$ cat src/rtl/assert_macros.svh
// Assertion macros for the classifier RTL, used by odtc_track.
// Needs clk and rst_n in the scope of each use.
`ifndef ASSERT_MACROS_SVH
`define ASSERT_MACROS_SVH

// Same-cycle implication, checked outside reset.
`define ASSERT_IMPL(label, ante, cons, msg) \
    label: assert property (@(posedge clk) disable iff (!rst_n) (ante) |-> (cons)) \
        else $error(msg);

// Next-cycle implication, checked outside reset.
`define ASSERT_NEXT(label, ante, cons, msg) \
    label: assert property (@(posedge clk) disable iff (!rst_n) (ante) |=> (cons)) \
        else $error(msg);

`endif

$ cat src/rtl/odtc_pkg.sv
// Package for the open-descriptor transport classifier: sizes, codes,
// prefix tables and the transaction structs. No dependencies.
package odtc_pkg;

    localparam int MAX_LEN = 1024;
    localparam int POS_W   = $clog2(MAX_LEN + 1);
    localparam int CHAR_W  = 8;
    localparam int START_W = 4;
    localparam int PLEN_W  = 11;

    localparam logic [POS_W-1:0] MAX_POS = POS_W'(MAX_LEN);

    typedef enum logic [1:0] {
        TR_IPC      = 2'd0,
        TR_FILE     = 2'd1,
        TR_FIFO     = 2'd2,
        TR_FIFO_BAD = 2'd3
    } transport_t;

    localparam int PF_FIFO1 = 0;
    localparam int PF_FIFO2 = 1;
    localparam int PF_UNIXS = 2;
    localparam int PF_UNIX  = 3;
    localparam int PF_TCPS  = 4;
    localparam int PF_COUNT = 5;

    localparam logic [CHAR_W-1:0] CH_COLON = 8'h3A;
    localparam logic [CHAR_W-1:0] CH_ZERO  = 8'h30;
    localparam logic [CHAR_W-1:0] CH_NINE  = 8'h39;

    localparam logic [CHAR_W-1:0] PREFIX_CHARS [PF_COUNT][8] = '{
        '{"f", "i", "f", "o", ":", 8'h00, 8'h00, 8'h00},
        '{"f", "i", "f", "o", ":", "/", "/", 8'h00},
        '{"u", "n", "i", "x", "s", ":", "/", "/"},
        '{"u", "n", "i", "x", ":", "/", "/", 8'h00},
        '{"t", "c", "p", "s", ":", "/", "/", 8'h00}
    };

    localparam logic [3:0] PREFIX_LEN [PF_COUNT] = '{4'd5, 4'd7, 4'd8, 4'd7, 4'd7};

    // Offset past "fifo://"
    localparam logic [START_W-1:0] FIFO_SKIP = 4'd7;

    typedef struct packed {
        logic [CHAR_W-1:0] char_byte;
        logic              is_final;
    } item_t;

    typedef struct packed {
        transport_t         transport;
        logic [START_W-1:0] path_start;
        logic [PLEN_W-1:0]  path_length;
        logic               too_long;
    } result_t;

endpackage

$ cat src/rtl/open_descriptor_transport_classifier.sv
// Channel | handshake            | payload
// in      | in_valid / in_ready   | char_byte, is_final
// out     | out_valid / out_ready | transport, path_start, path_length, too_long
// One byte per cycle unless a final byte waits: input register, flag update and
// classification, result register, which is loaded from the final byte's classification.
// Non-final bytes advance while a result waits; a final byte holds until the result
// register is free. Asynchronous active-low reset clears all flags and valid bits.
// Depends on odtc_pkg, odtc_in_reg, odtc_track, odtc_out_reg.
module open_descriptor_transport_classifier (
    input  logic                         clk,
    input  logic                         rst_n,
    input  logic                         in_valid,
    output logic                         in_ready,
    input  logic [odtc_pkg::CHAR_W-1:0]  char_byte,
    input  logic                         is_final,
    output logic                         out_valid,
    input  logic                         out_ready,
    output logic [1:0]                   transport,
    output logic [odtc_pkg::START_W-1:0] path_start,
    output logic [odtc_pkg::PLEN_W-1:0]  path_length,
    output logic                         too_long
);
    import odtc_pkg::*;

    item_t   in_item;
    item_t   hold_item;
    logic    hold_valid;
    logic    out_free;
    logic    step;
    result_t step_result;
    result_t held;

    assign in_item.char_byte = char_byte;
    assign in_item.is_final  = is_final;

    assign step = hold_valid && (!hold_item.is_final || out_free);

    odtc_in_reg u_in_reg (
        .clk        (clk),
        .rst_n      (rst_n),
        .in_valid   (in_valid),
        .in_ready   (in_ready),
        .in_item    (in_item),
        .take       (step),
        .hold_valid (hold_valid),
        .hold_item  (hold_item)
    );

    odtc_track u_track (
        .clk    (clk),
        .rst_n  (rst_n),
        .step   (step),
        .item   (hold_item),
        .result (step_result)
    );

    odtc_out_reg u_out_reg (
        .clk         (clk),
        .rst_n       (rst_n),
        .load        (step && hold_item.is_final),
        .load_result (step_result),
        .free        (out_free),
        .out_valid   (out_valid),
        .out_ready   (out_ready),
        .held        (held)
    );

    assign transport   = held.transport;
    assign path_start  = held.path_start;
    assign path_length = held.path_length;
    assign too_long    = held.too_long;

endmodule

$ cat src/rtl/odtc_in_reg.sv
// Input register of the classifier: holds one accepted byte transaction.
// Depends on odtc_pkg.
module odtc_in_reg (
    input  logic            clk,
    input  logic            rst_n,
    input  logic            in_valid,
    output logic            in_ready,
    input  odtc_pkg::item_t in_item,
    input  logic            take,
    output logic            hold_valid,
    output odtc_pkg::item_t hold_item
);
    import odtc_pkg::*;

    logic  valid_reg;
    logic  valid_next;
    item_t item_reg;

    assign in_ready   = !valid_reg || take;
    assign valid_next = (in_valid && in_ready) || (valid_reg && !take);
    assign hold_valid = valid_reg;
    assign hold_item  = item_reg;

    always_ff @(posedge clk or negedge rst_n)
    begin
        if (!rst_n)
        begin
            valid_reg <= 1'b0;
        end
        else
        begin
            valid_reg <= valid_next;
        end
    end

    always_ff @(posedge clk)
    begin
        if (in_valid && in_ready)
        begin
            item_reg <= in_item;
        end
    end

endmodule

$ cat src/rtl/odtc_track.sv
// Running descriptor flags and the classification of the final byte.
// Depends on odtc_pkg and assert_macros.svh.
`include "assert_macros.svh"

module odtc_track (
    input  logic              clk,
    input  logic              rst_n,
    input  logic              step,
    input  odtc_pkg::item_t   item,
    output odtc_pkg::result_t result
);
    import odtc_pkg::*;

    logic [POS_W-1:0]    pos_reg, pos_next;
    logic                lead_reg, lead_next;
    logic                dbl_reg, dbl_next;
    logic [PF_COUNT-1:0] pf_reg, pf_next;
    logic                digits_reg, digits_next;
    logic                fcs_reg, fcs_next;
    logic                pfd_reg, pfd_next;
    logic                pfne_reg, pfne_next;
    logic                pfdig_reg, pfdig_next;
    logic                ovf_reg, ovf_next;

    logic             pos_sat;
    logic             lead_hit;
    logic             is_colon;
    logic             is_num;
    logic [POS_W-1:0] ri;
    logic             ri_small;
    logic [2:0]       ri_idx;
    logic [POS_W-1:0] rn;
    logic             hit_fifo1, hit_fifo2, hit_ipc_pfx;
    logic             flags_idle;

    assign pos_sat  = (pos_reg == MAX_POS);
    assign is_colon = (item.char_byte == CH_COLON);
    assign is_num   = (item.char_byte >= CH_ZERO) && (item.char_byte <= CH_NINE);
    assign lead_hit = (pos_reg == '0) && is_colon;
    assign ri       = pos_reg - POS_W'(lead_reg);
    assign ri_small = (ri < POS_W'(8));
    assign ri_idx   = ri[2:0];

    always_comb
    begin
        pos_next    = pos_sat ? pos_reg : pos_reg + POS_W'(1);
        ovf_next    = ovf_reg || pos_sat;
        lead_next   = lead_reg || lead_hit;
        dbl_next    = dbl_reg || ((pos_reg == POS_W'(1)) && lead_reg && is_colon);
        pf_next     = pf_reg;
        digits_next = digits_reg;
        fcs_next    = fcs_reg;
        pfd_next    = pfd_reg;
        pfne_next   = pfne_reg;
        pfdig_next  = pfdig_reg;
        if (!lead_hit)
        begin
            for (int k = 0; k < PF_COUNT; k++)
            begin
                if (ri_small && ({1'b0, ri_idx} < PREFIX_LEN[k])
                    && (item.char_byte != PREFIX_CHARS[k][ri_idx]))
                begin
                    pf_next[k] = 1'b0;
                end
            end
            if (!is_num)
            begin
                digits_next = 1'b0;
            end
            if (!fcs_reg)
            begin
                fcs_next = is_colon;
            end
            else if (!pfd_reg)
            begin
                if (is_colon)
                begin
                    pfd_next = 1'b1;
                end
                else
                begin
                    pfne_next = 1'b1;
                    if (!is_num)
                    begin
                        pfdig_next = 1'b0;
                    end
                end
            end
        end
    end

    assign rn          = pos_next - POS_W'(lead_next);
    assign hit_fifo1   = pf_next[PF_FIFO1] && (rn >= POS_W'(PREFIX_LEN[PF_FIFO1]));
    assign hit_fifo2   = pf_next[PF_FIFO2] && (rn >= POS_W'(PREFIX_LEN[PF_FIFO2]));
    assign hit_ipc_pfx = (pf_next[PF_UNIXS] && (rn >= POS_W'(PREFIX_LEN[PF_UNIXS])))
                      || (pf_next[PF_UNIX] && (rn >= POS_W'(PREFIX_LEN[PF_UNIX])))
                      || (pf_next[PF_TCPS] && (rn >= POS_W'(PREFIX_LEN[PF_TCPS])));

    always_comb
    begin
        result.too_long    = ovf_next;
        result.transport   = TR_FILE;
        result.path_start  = START_W'(lead_next);
        result.path_length = PLEN_W'(rn);
        if (dbl_next)
        begin
            result.transport   = TR_IPC;
            result.path_start  = '0;
            result.path_length = PLEN_W'(pos_next);
        end
        else if (hit_fifo1)
        begin
            if (hit_fifo2)
            begin
                result.transport   = TR_FIFO;
                result.path_start  = FIFO_SKIP + START_W'(lead_next);
                result.path_length = PLEN_W'(rn - POS_W'(FIFO_SKIP));
            end
            else
            begin
                result.transport   = TR_FIFO_BAD;
                result.path_start  = '0;
                result.path_length = PLEN_W'(pos_next);
            end
        end
        else if (hit_ipc_pfx || ((rn != '0) && digits_next)
                 || (fcs_next && pfne_next && pfdig_next))
        begin
            result.transport   = TR_IPC;
            result.path_start  = '0;
            result.path_length = PLEN_W'(pos_next);
        end
    end

    always_ff @(posedge clk or negedge rst_n)
    begin
        if (!rst_n)
        begin
            pos_reg    <= '0;
            lead_reg   <= 1'b0;
            dbl_reg    <= 1'b0;
            pf_reg     <= '1;
            digits_reg <= 1'b1;
            fcs_reg    <= 1'b0;
            pfd_reg    <= 1'b0;
            pfne_reg   <= 1'b0;
            pfdig_reg  <= 1'b1;
            ovf_reg    <= 1'b0;
        end
        else if (step)
        begin
            if (item.is_final)
            begin
                pos_reg    <= '0;
                lead_reg   <= 1'b0;
                dbl_reg    <= 1'b0;
                pf_reg     <= '1;
                digits_reg <= 1'b1;
                fcs_reg    <= 1'b0;
                pfd_reg    <= 1'b0;
                pfne_reg   <= 1'b0;
                pfdig_reg  <= 1'b1;
                ovf_reg    <= 1'b0;
            end
            else
            begin
                pos_reg    <= pos_next;
                lead_reg   <= lead_next;
                dbl_reg    <= dbl_next;
                pf_reg     <= pf_next;
                digits_reg <= digits_next;
                fcs_reg    <= fcs_next;
                pfd_reg    <= pfd_next;
                pfne_reg   <= pfne_next;
                pfdig_reg  <= pfdig_next;
                ovf_reg    <= ovf_next;
            end
        end
    end

    assign flags_idle = (pos_reg == '0) && !ovf_reg && (pf_reg == '1) && !lead_reg;

    `ASSERT_IMPL(a_pos_bound, 1'b1, pos_reg <= MAX_POS, "byte count beyond limit")
    `ASSERT_IMPL(a_ovf_saturated, ovf_reg, pos_reg == MAX_POS, "overflow without saturation")
    `ASSERT_NEXT(a_clear_after_final, step && item.is_final, flags_idle, "flags not cleared")

endmodule

$ cat src/rtl/odtc_out_reg.sv
// Result register of the classifier: holds one result transaction until taken.
// Depends on odtc_pkg.
module odtc_out_reg (
    input  logic              clk,
    input  logic              rst_n,
    input  logic              load,
    input  odtc_pkg::result_t load_result,
    output logic              free,
    output logic              out_valid,
    input  logic              out_ready,
    output odtc_pkg::result_t held
);
    import odtc_pkg::*;

    logic    valid_reg;
    logic    valid_next;
    result_t result_reg;

    assign free       = !valid_reg || out_ready;
    assign valid_next = load || (valid_reg && !out_ready);
    assign out_valid  = valid_reg;
    assign held       = result_reg;

    always_ff @(posedge clk or negedge rst_n)
    begin
        if (!rst_n)
        begin
            valid_reg <= 1'b0;
        end
        else
        begin
            valid_reg <= valid_next;
        end
    end

    always_ff @(posedge clk)
    begin
        if (load)
        begin
            result_reg <= load_result;
        end
    end

endmodule

$ cat config.mk
export PLATFORM = sky130hd
export DESIGN_NAME = open_descriptor_transport_classifier
export DESIGN_NICKNAME = d
export VERILOG_FILES = /design/src/rtl/odtc_pkg.sv /design/src/rtl/open_descriptor_transport_classifier.sv /design/src/rtl/odtc_in_reg.sv /design/src/rtl/odtc_track.sv /design/src/rtl/odtc_out_reg.sv
export VERILOG_INCLUDE_DIRS = /design/src /design/src/rtl
export SDC_FILE = /design/constraint.sdc
export NUM_CORES = 1
export LEC_CHECK = 0
export BUFFER_PORTS_ARGS = -buffer_cell sky130_fd_sc_hd__buf_2
export CAP_MARGIN = 10
export CORE_ASPECT_RATIO = 1.2
export CORE_MARGIN = 2
export CORE_UTILIZATION = 45
export CTS_BUF_LIST = sky130_fd_sc_hd__clkbuf_8
export DETAILED_ROUTE_END_ITERATION = 10
export SYNTH_ARGS = -nofsm -noshare
export SYNTH_HDL_FRONTEND = slang
export SYNTH_HIERARCHICAL = 1
export SYNTH_SLANG_ARGS = --single-unit
export TNS_END_PERCENT = 5
$ cat constraint.sdc
create_clock -name clk -period 12.93 [get_ports clk]
set_clock_uncertainty 0.1 [all_clocks]
set_input_delay 2.586 -clock clk [delete_from_list [all_inputs] [get_ports clk]]
set_output_delay 2.586 -clock clk [all_outputs]
set_load 0.05 [all_outputs]
=== Word-level counts from Yosys, hierarchy flattened ===
Memories as Yosys holds them, arrays and structs flattened.
Index checks and enable logic that the tools add are counted.

* Memories: 5
* Memory bits (read-only): 320
* Flip-flop bits (word level): 53

* Reduce and logical (&&, ||, !) cells: 45
* Mux-type cells: 48
* Bitwise operators: 1
* $add $sub $neg: 5
* Magnitude comparators: 9
* Equality and inequality tests: 9

{| class="wikitable"
|+ Memory list
! name !! depth !! bits a word !! rd ports !! clocked after memory_dff !! wr ports !! line !! text
|-
| (no name shown) || 8 || 8 || 1 || 0 || 0 || odtc_track.sv:61 || <nowiki>&& (item.char_byte != PREFIX_CHARS[k][ri_idx]))</nowiki>
|-
| (no name shown) || 8 || 8 || 1 || 0 || 0 || odtc_track.sv:61 ||
|-
| (no name shown) || 8 || 8 || 1 || 0 || 0 || odtc_track.sv:61 ||
|-
| (no name shown) || 8 || 8 || 1 || 0 || 0 || odtc_track.sv:61 ||
|-
| (no name shown) || 8 || 8 || 1 || 0 || 0 || odtc_track.sv:61 ||
|}

{| class="wikitable"
|+ Operators with widths
! kind !! count
|-
| 8-bit two-way mux || 10
|-
| 8-bit != test || 5
|-
| 11-bit two-way mux || 3
|-
| 16-bit two-way mux || 2
|-
| 1-bit two-way mux || 30
|-
| 1-bit logical AND || 24
|-
| 11-bit by 3-bit >= comparator with 1-bit output, second input constant || 2
|-
| 11-bit by 1-bit subtractor with 11-bit output || 2
|-
| 17-bit two-way mux || 1
|-
| 1-bit logical OR || 12
|-
| 11-bit by 1-bit adder with 11-bit output, second input constant || 1
|-
| 11-bit by 1-bit == test with 1-bit output, second input constant || 1
|-
| 11-bit == test, second input constant || 1
|-
| 11-bit by 4-bit >= comparator with 1-bit output, second input constant || 1
|-
| 11-bit logical NOT || 1
|-
| 11-bit by 4-bit < comparator with 1-bit output, second input constant || 1
|-
| 11-bit nonzero test || 1
|-
| 11-bit by 3-bit subtractor with 11-bit output, second input constant || 1
|-
| 5-bit two-way mux || 2
|-
| 8-bit by 6-bit == test with 1-bit output, second input constant || 1
|-
| 8-bit by 6-bit >= comparator with 1-bit output, second input constant || 1
|-
| 8-bit by 6-bit <= comparator with 1-bit output, second input constant || 1
|-
| 3-bit < comparator, second input constant || 2
|-
| 1-bit logical NOT || 5
|-
| other kinds (6) || 6
|}

=== Depth between registers and ports, before layout ===
* Word-level depth: 17
* Mapped depth: 20

=== Cells and area by module ===
Netlist, hierarchy kept.

{| class="wikitable"
|+ By module, submodules not included
! module !! cells each !! instances !! seq. area each (sq um) !! area an instance (sq um)
|-
| odtc_track || 446 || 1 || 609.3 || 3352.0
|-
| odtc_out_reg || 21 || 1 || 565.5 || 588.1
|-
| odtc_in_reg || 13 || 1 || 295.3 || 324.1
|-
| open_descriptor_transport_classifier || 3 || 1 || 0.0 || 18.8
|}

=== Worst setup path before layout ===
OpenSTA, ideal clock, no wires.

* Kind: in2out
* Start: input port out_ready
* End: output port in_ready
* Path slack: 7.062 ns
* Path buffers: 0
* Stages on the path: 4
* Required time: 10.244 ns
* Arrival: 3.182 ns
* Cells stage by stage: nand2b_4 > inv_1 > a21boi_1 > nand2b_4

* Word-level cells in the longest chain between the ends: 4

{| class="wikitable"
|+ Ends and longest elaborated chain
! element !! line !! text
|-
| from (decl) || open_descriptor_transport_classifier.sv:17 || <nowiki>input logic out_ready,</nowiki>
|-
| 1-bit logical OR || odtc_out_reg.sv:19 || <nowiki>assign free = !valid_reg || out_ready;</nowiki>
|-
| 1-bit logical OR || open_descriptor_transport_classifier.sv:36 || <nowiki>assign step = hold_valid && (!hold_item.is_final || out_free);</nowiki>
|-
| 1-bit logical AND || open_descriptor_transport_classifier.sv:36 ||
|-
| net step || open_descriptor_transport_classifier.sv:29 || <nowiki>logic step;</nowiki>
|-
| 1-bit logical OR || odtc_in_reg.sv:19 || <nowiki>assign in_ready = !valid_reg || take;</nowiki>
|-
| to (decl) || open_descriptor_transport_classifier.sv:13 || <nowiki>output logic in_ready,</nowiki>
|}

The timed path passes the listed nets, and every way through them passes these cells.

=== Final worst setup path ===
* Start: input port out_ready
* End: output port in_ready

* Word-level cells in the longest chain between the ends: 4

{| class="wikitable"
|+ Ends and longest elaborated chain
! element !! line !! text
|-
| 1-bit logical OR || odtc_out_reg.sv:19 ||
|-
| net out_free || open_descriptor_transport_classifier.sv:28 || <nowiki>logic out_free;</nowiki>
|-
| 1-bit logical OR || open_descriptor_transport_classifier.sv:36 ||
|-
| 1-bit logical AND || open_descriptor_transport_classifier.sv:36 ||
|-
| net step || open_descriptor_transport_classifier.sv:29 ||
|-
| 1-bit logical OR || odtc_in_reg.sv:19 ||
|}

The timed path passes the listed nets, and every way through them passes these cells.

==> impl_results.md <==
* Setup TNS at 0 ps
* Clock latency on the worst-skew pair at between 300 and 400 ps
* Mean post-synth cell area at 8.87 um2
* IO buf count at 32
* Fmax at 0.156 GHz
* Antenna cell count at 0
* Vias in the first global route at 3613
* H-Tree Depth at 2
* Maxcap violations at 0
* Final Hold Viols at 0
* Peak supply drop at about 0.065 mV
* Seq cells post-synth at 53
* Die X at 93.1 um
* # DRC at 0
* Iteration count of the initial detailed-routing pass at 6
* Fin. max-slew vios at 0
* Min-Delay Path Depth at 2
* Core area at 0.00937 mm2
* Die Y at 111 um
* Post-synth EDFFs at 27
* Final-layout fill cell count at 933
* GR Overflow Total at 0
* Initial antenna violation count at 0
* Worst-Margin Slew at 1030 ps
* Nets at 521
* Post-CTS Setup Bufs at 0
* Non-Filler Instances at 616
* Dpl cells at 608
* Fraction of layout cells with a size suffix above 1 at 0.142
* Iteration-0 DRC Markers at ~240
* Crit Path Category: input port to primary output
* Asr flop ratio synth at 0.491
* Syn_nets at 512
* Met1 Track Usage GR at 0.287
* CP Launch Type: input port
* Met2 Track Usage GR at 0.374
* Hold_buf cts at 0
* Pleak at 1.78 nW
* Pwr dens at ~120 mW/mm2
* Reg2Reg Launch Point: u_track/pos_reg[0]$_DFFE_PN0P_
* Cell taking the most area after synthesis: edfxtp_1
* Hold_sp: u_track/pfdig_reg$_DFFE_PN1P_
* Global-route wire length before repair at roughly 18000 um
* Sink Count at 53
* Syn Inst Count at roughly 480
* Pin count of the biggest net entering global routing at 31
* Hold WS at ~370 ps
* WL/cell at 17.6 um
* Worst R2R Setup Slack at roughly 7300 ps
* # setup viols final at 0
* Max reg flops at 18
* Vias/cell at 6.01
* Area share of the largest cell type after synthesis at 0.189
* Met3 Use GR at 0.0258
* Gr usage total at 0.219
* Largest cells by area after synthesis: edfxtp_1 (19%), dfrtp_1 (11%), xnor2_1 (7.0%)
* DP Wirelength at 8040 um
* Unique masters post-synth at 78
* RSZ-0062 raised after global routing: false
* Post-Route WL at between 10000 and 15000 um
* Clk root buf: clkbuf_8
* CP arrival at between 3000 and 4000 ps
* Yosys warning total at 6
* Period utilisation layout at 0.496
* Synth cell count leaders: nand2_1 (36), xnor2_1 (34), nor2_1 (33)
* Post-Syn Area at about 0.0043 mm2
* Max clock buf depth at 2
* Clock-pin slew on the worst setup and hold paths at 110 ps
* Gr busiest metal: met2
* Post-cts resize count at 0
* Ports at 33
* Post-route ant nets at 0
* WP data required at 10240 ps
* Status: complete, no violations
* CTS tree: built
* Slew Limit Headroom at 0.309
* Fin crit period at 6410 ps
* Most frequent cell after synthesis: nand2_1
* Number of buffers created by CTS at 5
* Critical path capture point type: primary output
* FP Rows at 39
* Utilization after layout at 0.487
* Syn-to-layout area delta at 6.60%
* Worst hold path type: register to register
* R2r endpoint: u_out_reg/held[4]$_DFFE_PP_
* Sequential fraction of the synthesis area at 0.343
* Starting Density at 0.457
* Top FF cell, synth: edfxtp_1
* Crit Path Max Fanout at 30
* DIE AREA at just over 0.01 mm2
* Via count at 3704
* Hold Path End: u_track/pfdig_reg$_DFFE_PN1P_
* Reg2reg path depth at 14
* Placer Congestion at 0.893
stage by stage:
stage / setup WS, ps / total power (W) / area (um2)
after floorplan: 7060 / 0.000394 / 4280
after global placement: 6530 / 0.000440 / 4470
after detailed placement: 6520 / 0.000443 / 4470
after CTS: 6520 / 0.000548 / 4570
after global routing: 6420 / 0.000584 / 4570
final: 6520 / 0.000548 / 4570
cells in the final DEF (no fill, tap or decap), drive strengths merged, types with 4 or more instances in the layout:
| master | instances |
|---|---|
| nand3 | 12 |
| nand2 | 36 |
| dfstp | 7 |
| xor2 | 10 |
| nor3b | 5 |
| xnor2 | 35 |
| nand3b | 7 |
| or3 | 5 |
| nor2b | 8 |
| o31ai | 9 |
| o22ai | 12 |
| nor3 | 16 |
| and4 | 4 |
| clkbuf | 5 |
| and2 | 10 |
| dfrtp | 19 |
| o211ai | 5 |
| mux2i | 9 |
| o21a | 5 |
| a21oi | 33 |
| inv | 28 |
| nor2 | 33 |
| a31oi | 5 |
| o21ai | 23 |
| ha | 16 |
| edfxtp | 27 |
| nand2b | 10 |
| buf | 33 |
| nand4 | 7 |
critical path, stage by stage:
cell and delay, ps:
buf_2 80, nand2b_4 120, inv_1 50, a21boi_2 120, buf_4 310, nand2b_4 200, buf_2 260
metal layers:
metal | up-vias | wire, um
li1 | 1794 | -
met1 | 1800 | 4610
met2 | 92 | 5650
met3 | 18 | 368
met4 | 0 | 232
met5 | - | 0
cells by family (layout without fill, tap and decap cells):
family                     count (synthesis)  in the layout  synth area share
AOI/OAI and AO/OA                        130            130             0.212
buffers and inverters                     56             66            0.0546
muxes                                      9              9            0.0210
DFF                                       53             53             0.343
adders and majority gates                 16             16            0.0467
and+or+nand+nor                          174            174             0.228
xor gates and xnor gates                  45             45            0.0938
power breakdown:
group / internal (W) / switching [W] / total (W)
clock: 0.0000410 / 0.0000634 / 0.000104
sequential: 0.000197 / 0.0000183 / 0.000215
combinational: 0.0000833 / 0.000145 / 0.000228
worst max path at each step:
stage,to,from,cells past startpoint
5_1_grt,in_ready,out_ready,7
2_1_floorplan,in_ready,out_ready,4
3_5_place_dp,in_ready,out_ready,7
3_3_place_gp,in_ready,out_ready,7
4_1_cts,in_ready,out_ready,7
6_report,in_ready,out_ready,7
cell type report:
class	count	area, um2	area share
Inverter	25	93.8	0.0206
Clock buffer	5	68.8	0.0151
Timing Repair Buffer	33	168	0.0367
Multi-Input combinational cell	374	2580	0.566
Tap cell	123	154	0.0337
Sequential cell	53	1470	0.322
Clock inverter	3	28.8	0.00630
Note: power is estimated with default switching activity, not from simulation.
